--- src/prit_pkg.sv ---
// prit_pkg: shared types and constants of the pulse repetition interval transform block
// configuration record, controller command and status records, register indexes, cordic table
// no dependencies
package prit_pkg;

  typedef enum logic [2:0] {
    REG_MIN_PRI      = 3'd0,
    REG_MAX_PRI      = 3'd1,
    REG_BIN_WIDTH    = 3'd2,
    REG_GAIN_PERIOD  = 3'd3,
    REG_GAIN_COUNT   = 3'd4,
    REG_GAIN_NOISE   = 3'd5,
    REG_OBSERVE_TIME = 3'd6
  } cfg_reg_e;

  typedef struct packed {
    logic [23:0] min_pri;
    logic [23:0] max_pri;
    logic [19:0] bin_width;
    logic [15:0] gain_period;
    logic [15:0] gain_count;
    logic [15:0] gain_noise;
    logic [31:0] observe_time;
  } cfg_t;

  typedef struct packed {
    logic accept;
    logic st_rd;
    logic calc_d;
    logic div_bin;
    logic div_mod;
    logic div_ph;
    logic div_r;
    logic div_t1;
    logic take_bin;
    logic cordic_go;
    logic hist_wr;
    logic dec_j;
    logic store;
    logic sqrt_r;
    logic sqrt_m;
    logic take_r;
    logic mul1;
    logic mul2;
    logic take_t1;
    logic sq_clr;
    logic sq_step;
    logic th_upd;
    logic emit;
  } ctrl_cmd_t;

  typedef struct packed {
    logic j_last;
    logic d_over;
    logic d_inrange;
    logic bin_ok;
    logic div_done;
    logic cordic_done;
    logic sqrt_done;
    logic sq_last;
    logic full;
    logic empty;
    logic last_q;
    logic out_free;
    logic last_i;
  } ctrl_status_t;

  localparam logic [19:0] MinBinWidth = 20'd1;
  localparam logic [31:0] MinObserve  = 32'd1;
  localparam logic [32:0] CordicGain  = 33'd652032874;

  function automatic logic [29:0] atan_f(input logic [3:0] idx);
    logic [29:0] v;
    case (idx)
      4'd0:    v = 30'd536870912;
      4'd1:    v = 30'd316933406;
      4'd2:    v = 30'd167458907;
      4'd3:    v = 30'd85004756;
      4'd4:    v = 30'd42667331;
      4'd5:    v = 30'd21354465;
      4'd6:    v = 30'd10679838;
      4'd7:    v = 30'd5340245;
      4'd8:    v = 30'd2670163;
      4'd9:    v = 30'd1335087;
      4'd10:   v = 30'd667544;
      4'd11:   v = 30'd333772;
      4'd12:   v = 30'd166886;
      4'd13:   v = 30'd83443;
      4'd14:   v = 30'd41722;
      default: v = 30'd20861;
    endcase
    return v;
  endfunction

endpackage

--- src/prit_ctrl.sv ---
// prit_ctrl: sequencer for the pair walk and the per-bin report
// issues ctrl_cmd_t to prit_dp and follows ctrl_status_t; uses prit_pkg
module prit_ctrl import prit_pkg::*; (
  input  logic         clk_i,
  input  logic         rst_ni,
  input  logic         in_valid_i,
  output logic         in_ready_o,
  input  ctrl_status_t status_i,
  output ctrl_cmd_t    cmd_o
);

  typedef enum logic [20:0] {
    ST_IDLE  = 21'd1,
    ST_RD    = 21'd2,
    ST_DLY   = 21'd4,
    ST_DIFF  = 21'd8,
    ST_BDIV  = 21'd16,
    ST_MDIV  = 21'd32,
    ST_PDIV  = 21'd64,
    ST_CORD  = 21'd128,
    ST_ACC   = 21'd256,
    ST_NEXT  = 21'd512,
    ST_STORE = 21'd1024,
    ST_RDIV  = 21'd2048,
    ST_RSQ   = 21'd4096,
    ST_MUL1  = 21'd8192,
    ST_MUL2  = 21'd16384,
    ST_BIN   = 21'd32768,
    ST_T1    = 21'd65536,
    ST_SQ    = 21'd131072,
    ST_MGO   = 21'd262144,
    ST_MSQ   = 21'd524288,
    ST_EMIT  = 21'd1048576
  } state_e;

  state_e state_q, state_d;

  assign in_ready_o = state_q == ST_IDLE;

  always_comb begin
    cmd_o   = '0;
    state_d = state_q;
    case (state_q)
      ST_IDLE: begin
        if (in_valid_i) begin
          cmd_o.accept = 1'b1;
          state_d = (!status_i.full && !status_i.empty) ? ST_RD : ST_STORE;
        end
      end
      ST_RD: begin
        cmd_o.st_rd = 1'b1;
        state_d = ST_DLY;
      end
      ST_DLY: begin
        cmd_o.calc_d = 1'b1;
        state_d = ST_DIFF;
      end
      ST_DIFF: begin
        if (status_i.d_over) begin
          state_d = ST_STORE;
        end else if (status_i.d_inrange) begin
          cmd_o.div_bin = 1'b1;
          state_d = ST_BDIV;
        end else begin
          state_d = ST_NEXT;
        end
      end
      ST_BDIV: begin
        if (status_i.div_done) begin
          if (status_i.bin_ok) begin
            cmd_o.take_bin = 1'b1;
            cmd_o.div_mod = 1'b1;
            state_d = ST_MDIV;
          end else begin
            state_d = ST_NEXT;
          end
        end
      end
      ST_MDIV: begin
        if (status_i.div_done) begin
          cmd_o.div_ph = 1'b1;
          state_d = ST_PDIV;
        end
      end
      ST_PDIV: begin
        if (status_i.div_done) begin
          cmd_o.cordic_go = 1'b1;
          state_d = ST_CORD;
        end
      end
      ST_CORD: begin
        if (status_i.cordic_done) begin
          state_d = ST_ACC;
        end
      end
      ST_ACC: begin
        cmd_o.hist_wr = 1'b1;
        state_d = ST_NEXT;
      end
      ST_NEXT: begin
        cmd_o.dec_j = 1'b1;
        state_d = status_i.j_last ? ST_STORE : ST_RD;
      end
      ST_STORE: begin
        cmd_o.store = 1'b1;
        if (status_i.last_q) begin
          cmd_o.div_r = 1'b1;
          state_d = ST_RDIV;
        end else begin
          state_d = ST_IDLE;
        end
      end
      ST_RDIV: begin
        if (status_i.div_done) begin
          cmd_o.sqrt_r = 1'b1;
          state_d = ST_RSQ;
        end
      end
      ST_RSQ: begin
        if (status_i.sqrt_done) begin
          cmd_o.take_r = 1'b1;
          state_d = ST_MUL1;
        end
      end
      ST_MUL1: begin
        cmd_o.mul1 = 1'b1;
        state_d = ST_MUL2;
      end
      ST_MUL2: begin
        cmd_o.mul2 = 1'b1;
        state_d = ST_BIN;
      end
      ST_BIN: begin
        cmd_o.div_t1 = 1'b1;
        state_d = ST_T1;
      end
      ST_T1: begin
        if (status_i.div_done) begin
          cmd_o.take_t1 = 1'b1;
          cmd_o.sq_clr = 1'b1;
          state_d = ST_SQ;
        end
      end
      ST_SQ: begin
        cmd_o.sq_step = 1'b1;
        if (status_i.sq_last) begin
          state_d = ST_MGO;
        end
      end
      ST_MGO: begin
        cmd_o.sqrt_m = 1'b1;
        cmd_o.th_upd = 1'b1;
        state_d = ST_MSQ;
      end
      ST_MSQ: begin
        cmd_o.th_upd = 1'b1;
        if (status_i.sqrt_done) begin
          state_d = ST_EMIT;
        end
      end
      ST_EMIT: begin
        if (status_i.out_free) begin
          cmd_o.emit = 1'b1;
          state_d = status_i.last_i ? ST_IDLE : ST_BIN;
        end
      end
      default: begin
        state_d = ST_IDLE;
      end
    endcase
  end

  always_ff @(posedge clk_i or negedge rst_ni) begin
    if (!rst_ni) begin
      state_q <= ST_IDLE;
    end else begin
      state_q <= state_d;
    end
  end

endmodule

--- config.mk ---
export PLATFORM = sky130hd
export DESIGN_NAME = prit_ctrl
export DESIGN_NICKNAME = d
export VERILOG_FILES = /design/src/prit_pkg.sv /design/src/prit_ctrl.sv
export SDC_FILE = /design/constraint.sdc
export NUM_CORES = 1
export LEC_CHECK = 0
export ABC_AREA = 1
export BUFFER_PORTS_ARGS = -buffer_cell sky130_fd_sc_hd__buf_2
export CAP_MARGIN = 10
export CORE_AREA = 10 10 64 66
export DETAILED_ROUTE_END_ITERATION = 16
export DIE_AREA = 0 0 74 76
export HOLD_SLACK_MARGIN = 0.15
export PLACE_DENSITY = 0.83
export SLEW_MARGIN = 20
export SYNTH_ARGS = -nofsm -noshare
export SYNTH_HDL_FRONTEND = slang
export SYNTH_SLANG_ARGS = --single-unit
--- constraint.sdc ---
create_clock -name clk_i -period 2.85 [get_ports clk_i]
set_input_delay 0.57 -clock clk_i [delete_from_list [all_inputs] [get_ports clk_i]]
set_output_delay 0.57 -clock clk_i [all_outputs]
set_load 0.005 [all_outputs]
==> summary.md <==
| Metric | Value |
|---|---|
| Final Power | `0.00106 W` |
| Flop-to-flop setup slack | `0.88 ns` |
| Pre-antenna DRT Iters | `4` |
| CP max-delay cell | `dfrtp_1` |
| Startpoint Class | `register` |
| Largest net degree at the start of global routing | `22` |
| Worst R2R End | `state_q[5]` |
| Main combinational cell family by area after synthesis | `simple AND/OR/NAND/NOR gates` |
| Antenna cell count | `0` |
| Chip Height | `approximately 76 um` |
| Multi-input gate area | `843 um^2` |
| Area leader, netlist | `dfrtp_1` |
| Area post-placement | `1760 um^2` |
| Clk buf depth | `2` |
| Yosys reg bits | `21` |
| Synth Area in Adders | `0%` |
| FF/Latch Area | `around 530 um^2` |
| Max-cap violations | `0` |
| Min cycle time layout | `about 2.7 ns` |
| Cell Pwr Density | `a little under 600 nW/um^2` |
| Row cnt | `20` |
| IO Pins | `40` |
| Biggest regs | `state_q (21)` |
| Worst Tran Pin Value | `approximately 0.47 ns` |
| Max IR drop VDD | `approximately 0.43 mV` |
| Clock Tree Root | `clkbuf_4` |
| P&R area growth vs syn | `15.4%` |
| CP endpoint kind | `output port` |
| Grt total ovfl | `0` |
| Fin nets | `between 200 and 300` |
| Crit Path Max Fanout | `13` |
| Post-synthesis cell type count | `28` |
| Xor and xnor area share after synthesis | `0%` |
| Synth Net Count | `240` |
| # fillers | `287` |
| Final setup fails | `0` |
| Mapped Cells | `224` |
| Final Instance Area | `between 1500 and 2000 um^2` |
| Fin. max-slew vios | `0` |
| Number of global-route vias before repair | `1554` |
| Post-Route WL | `between 4 and 5 mm` |
| CTS H-tree depth | `1` |
| Wire per inst | `13.8 um` |
| CTS tree | `yes` |
| Final hold vios | `0` |
| Path type of the worst setup path | `reg -> out` |
| Core box area | `2930 um^2` |
| Biggest register | `state_q` |
| Fmax | `approximately 370 MHz` |
| Fin Hold WS | `0.197 ns` |
| RSZ-0062 raised after global routing | `no` |
| CTS Buf Count | `3` |
| Crit-path cells | `nor2_2, nand2_2, nor2_8, nand2_2, nor2_4, nand2_2, nand3_2, nand2_4, nand2_4, nor2_1, buf_2` |
| GRT Total Usage | `around 15%` |
| Launch point of the worst reg-to-reg path | `state_q[1]` |
| Die X | `~74 um` |
| IO Port Bufs | `39` |
| Area of the die | `between 5000 and 6000 um^2` |
| Initial Utilization | `a little over half` |
| Reg2Reg Depth | `11` |
| Status | `completed` |
| Slowest cell delay on critical path | `around 0.41 ns` |
| Initial DRC Count | `86` |
| TritonCTS Sinks | `21` |
| Cell mode on critical path | `nand2_2` |
| Critical Path RT | `approximately 2.3 ns` |
| Initial antenna violation count | `0` |
| CP arrival | `roughly 2.1 ns` |
| Leak | `1.05 nW` |
| Max reg flops | `21` |
| Yosys warnings | `0` |
| Synth Area in Compound Gates | `7.41%` |
| Cts hold-fix bufs | `0` |
| Period utilization | `about 95%` |
| Area contributors post-synth | `dfrtp_1, nor2_1, inv_1` |
| # DRC | `0` |
| Antenna Nets Post-Route | `0` |
| Seq/Total Area, Yosys | `roughly a third` |
| DR vias | `approximately 1.5k` |
| Post-synthesis simple-gate area fraction | `approximately 47%` |
| Routed vias/inst | `5.13` |
| Worst-Skew Late Latency | `0.30 ns` |
| Clock-pin slew on the worst setup and hold paths | `around 0.13 ns` |
| Rel. slew slack | `68.6%` |
| Buffer count from post-CTS setup fixing | `0` |
| Worst Skew | `roughly 0.0054 ns` |
| Fraction of synthesized area in multiplexers | `0%` |
| Final setup TNS | `0 ns` |
| Worst Hold Class | `in -> async` |
| Share of the synthesized area in the top cell type | `32.2%` |
| Final HPWL DP | `3.40 mm` |
| Layout cells sized above 1 | `slightly below 30%` |
| Final GP Congestion | `~1` |
| Synth Area per Inst | `between 6 and 7 um^2` |
| Cell Area, Synth | `between 1500 and 2000 um^2` |
| Global-route wire length before repair | `approximately 7 mm` |
[area by class of cell]
type	count	share of cell area [%]
clock buffer	3	1.26
clock inverter	1	0.279
inverter	41	8.80
multi-input combinational	159	47.1
sequential	21	29.4
tap	33	2.30
timing repair buffer	39	10.9
[through the flow]
stage / cells / util [%] / setup WS, ns
global route: 297 / 61.2 / 0.0118
floorplan: 224 / - / 0.737
finish: 297 / 61.2 / 0.156
detailed placement: 293 / 60.1 / 0.544
global placement: 293 / 60.1 / 0.582
CTS: 297 / 61.0 / 0.184
[cell usage in the layout, fill, tap and decap left out]
master    count
nand4_1       6
inv_4         1
nand3_2       1
a21oi_2       1
o22ai_1       1
dfstp_2       1
nor2_1       51
o21bai_1      4
nor2_8        2
clkbuf_4      3
o21ai_1       3
o21ai_0       7
nand2_2       7
inv_2         1
nand2_1      19
dfrtp_1      20
inv_1        38
nor3_1        9
nor2_4        2
buf_2        39
or2_2         1
nor2_2       11
clkinv_2      2
nor4_1        1
nand3_1      22
nand2_4       6
nor3b_1       1
a21oi_1       4
[per-layer routing]
metal / part of all wire (%) / GRT usage (%) / vias to the layer above / routed length, um
met5: 0 / 0 / - / 0
met4: 1.3 / 5.22 / 0 / 54
met3: 6.7 / 3.91 / 8 / 276
met2: 49 / 24.0 / 43 / 2020
met1: 43 / 17.3 / 688 / 1740
li1: - / - / 784 / -
[synthesized netlist by cell type]
master / n
a21oi_1: 4
a21oi_2: 1
buf_4: 2
buf_8: 1
clkinv_2: 1
dfrtp_1: 20
dfstp_2: 1
inv_1: 38
inv_2: 1
inv_4: 1
nand2_1: 19
nand2_2: 7
nand2_4: 6
nand3_1: 22
nand3_2: 1
nand4_1: 6
nor2_1: 53
nor2_2: 9
nor2_4: 2
nor2_8: 2
nor3_1: 9
nor3b_1: 1
nor4_1: 1
o21ai_0: 7
o21ai_1: 3
o21bai_1: 4
o22ai_1: 1
or2_2: 1
[worst max path at each step]
| stage | from | depth (start not counted) | slack, ns | to |
|---|---|---|---|---|
| after global routing | state_q[8] | 11 | 0.01 | cmd_o[7] |
| after global placement | state_q[5] | 11 | 0.58 | cmd_o[7] |
| after CTS | state_q[1] | 11 | 0.18 | cmd_o[7] |
| final | state_q[1] | 11 | 0.16 | cmd_o[7] |
| after detailed placement | state_q[1] | 11 | 0.54 | cmd_o[7] |
| after floorplan | state_q[10] | 8 | 0.74 | cmd_o[18] |
[what timing repair did]
| item | in CTS | in global routing |
|---|---|---|
| gates resized for setup | 0 | 2 |
| hold endpoints to repair | 0 | 0 |
| setup endpoints to repair | 0 | 1 |
[report_power, final]
part | total (W) | internal [W] | switching, W
sequential | 0.000352 | 0.000327 | 0.0000246
clock | 0.000148 | 0.0000523 | 0.0000954
combinational | 0.000557 | 0.000174 | 0.000384
[cells by family (layout without fill, tap and decap cells)]
| logic type | Yosys count | in the layout |
|---|---|---|
| AOI/OAI and AO/OA | 20 | 20 |
| buffers and inverters | 44 | 84 |
| DFF | 21 | 21 |
| and+or+nand+nor | 139 | 139 |
[critical path, delay by kind of cell (launching register included)]
family	cells	cell delay, ns
buffers and inverters	1	0.12
flip-flops	1	0.41
AND/OR/NAND/NOR	10	1.28
No activity file was read; power rests on OpenSTA's default activity.
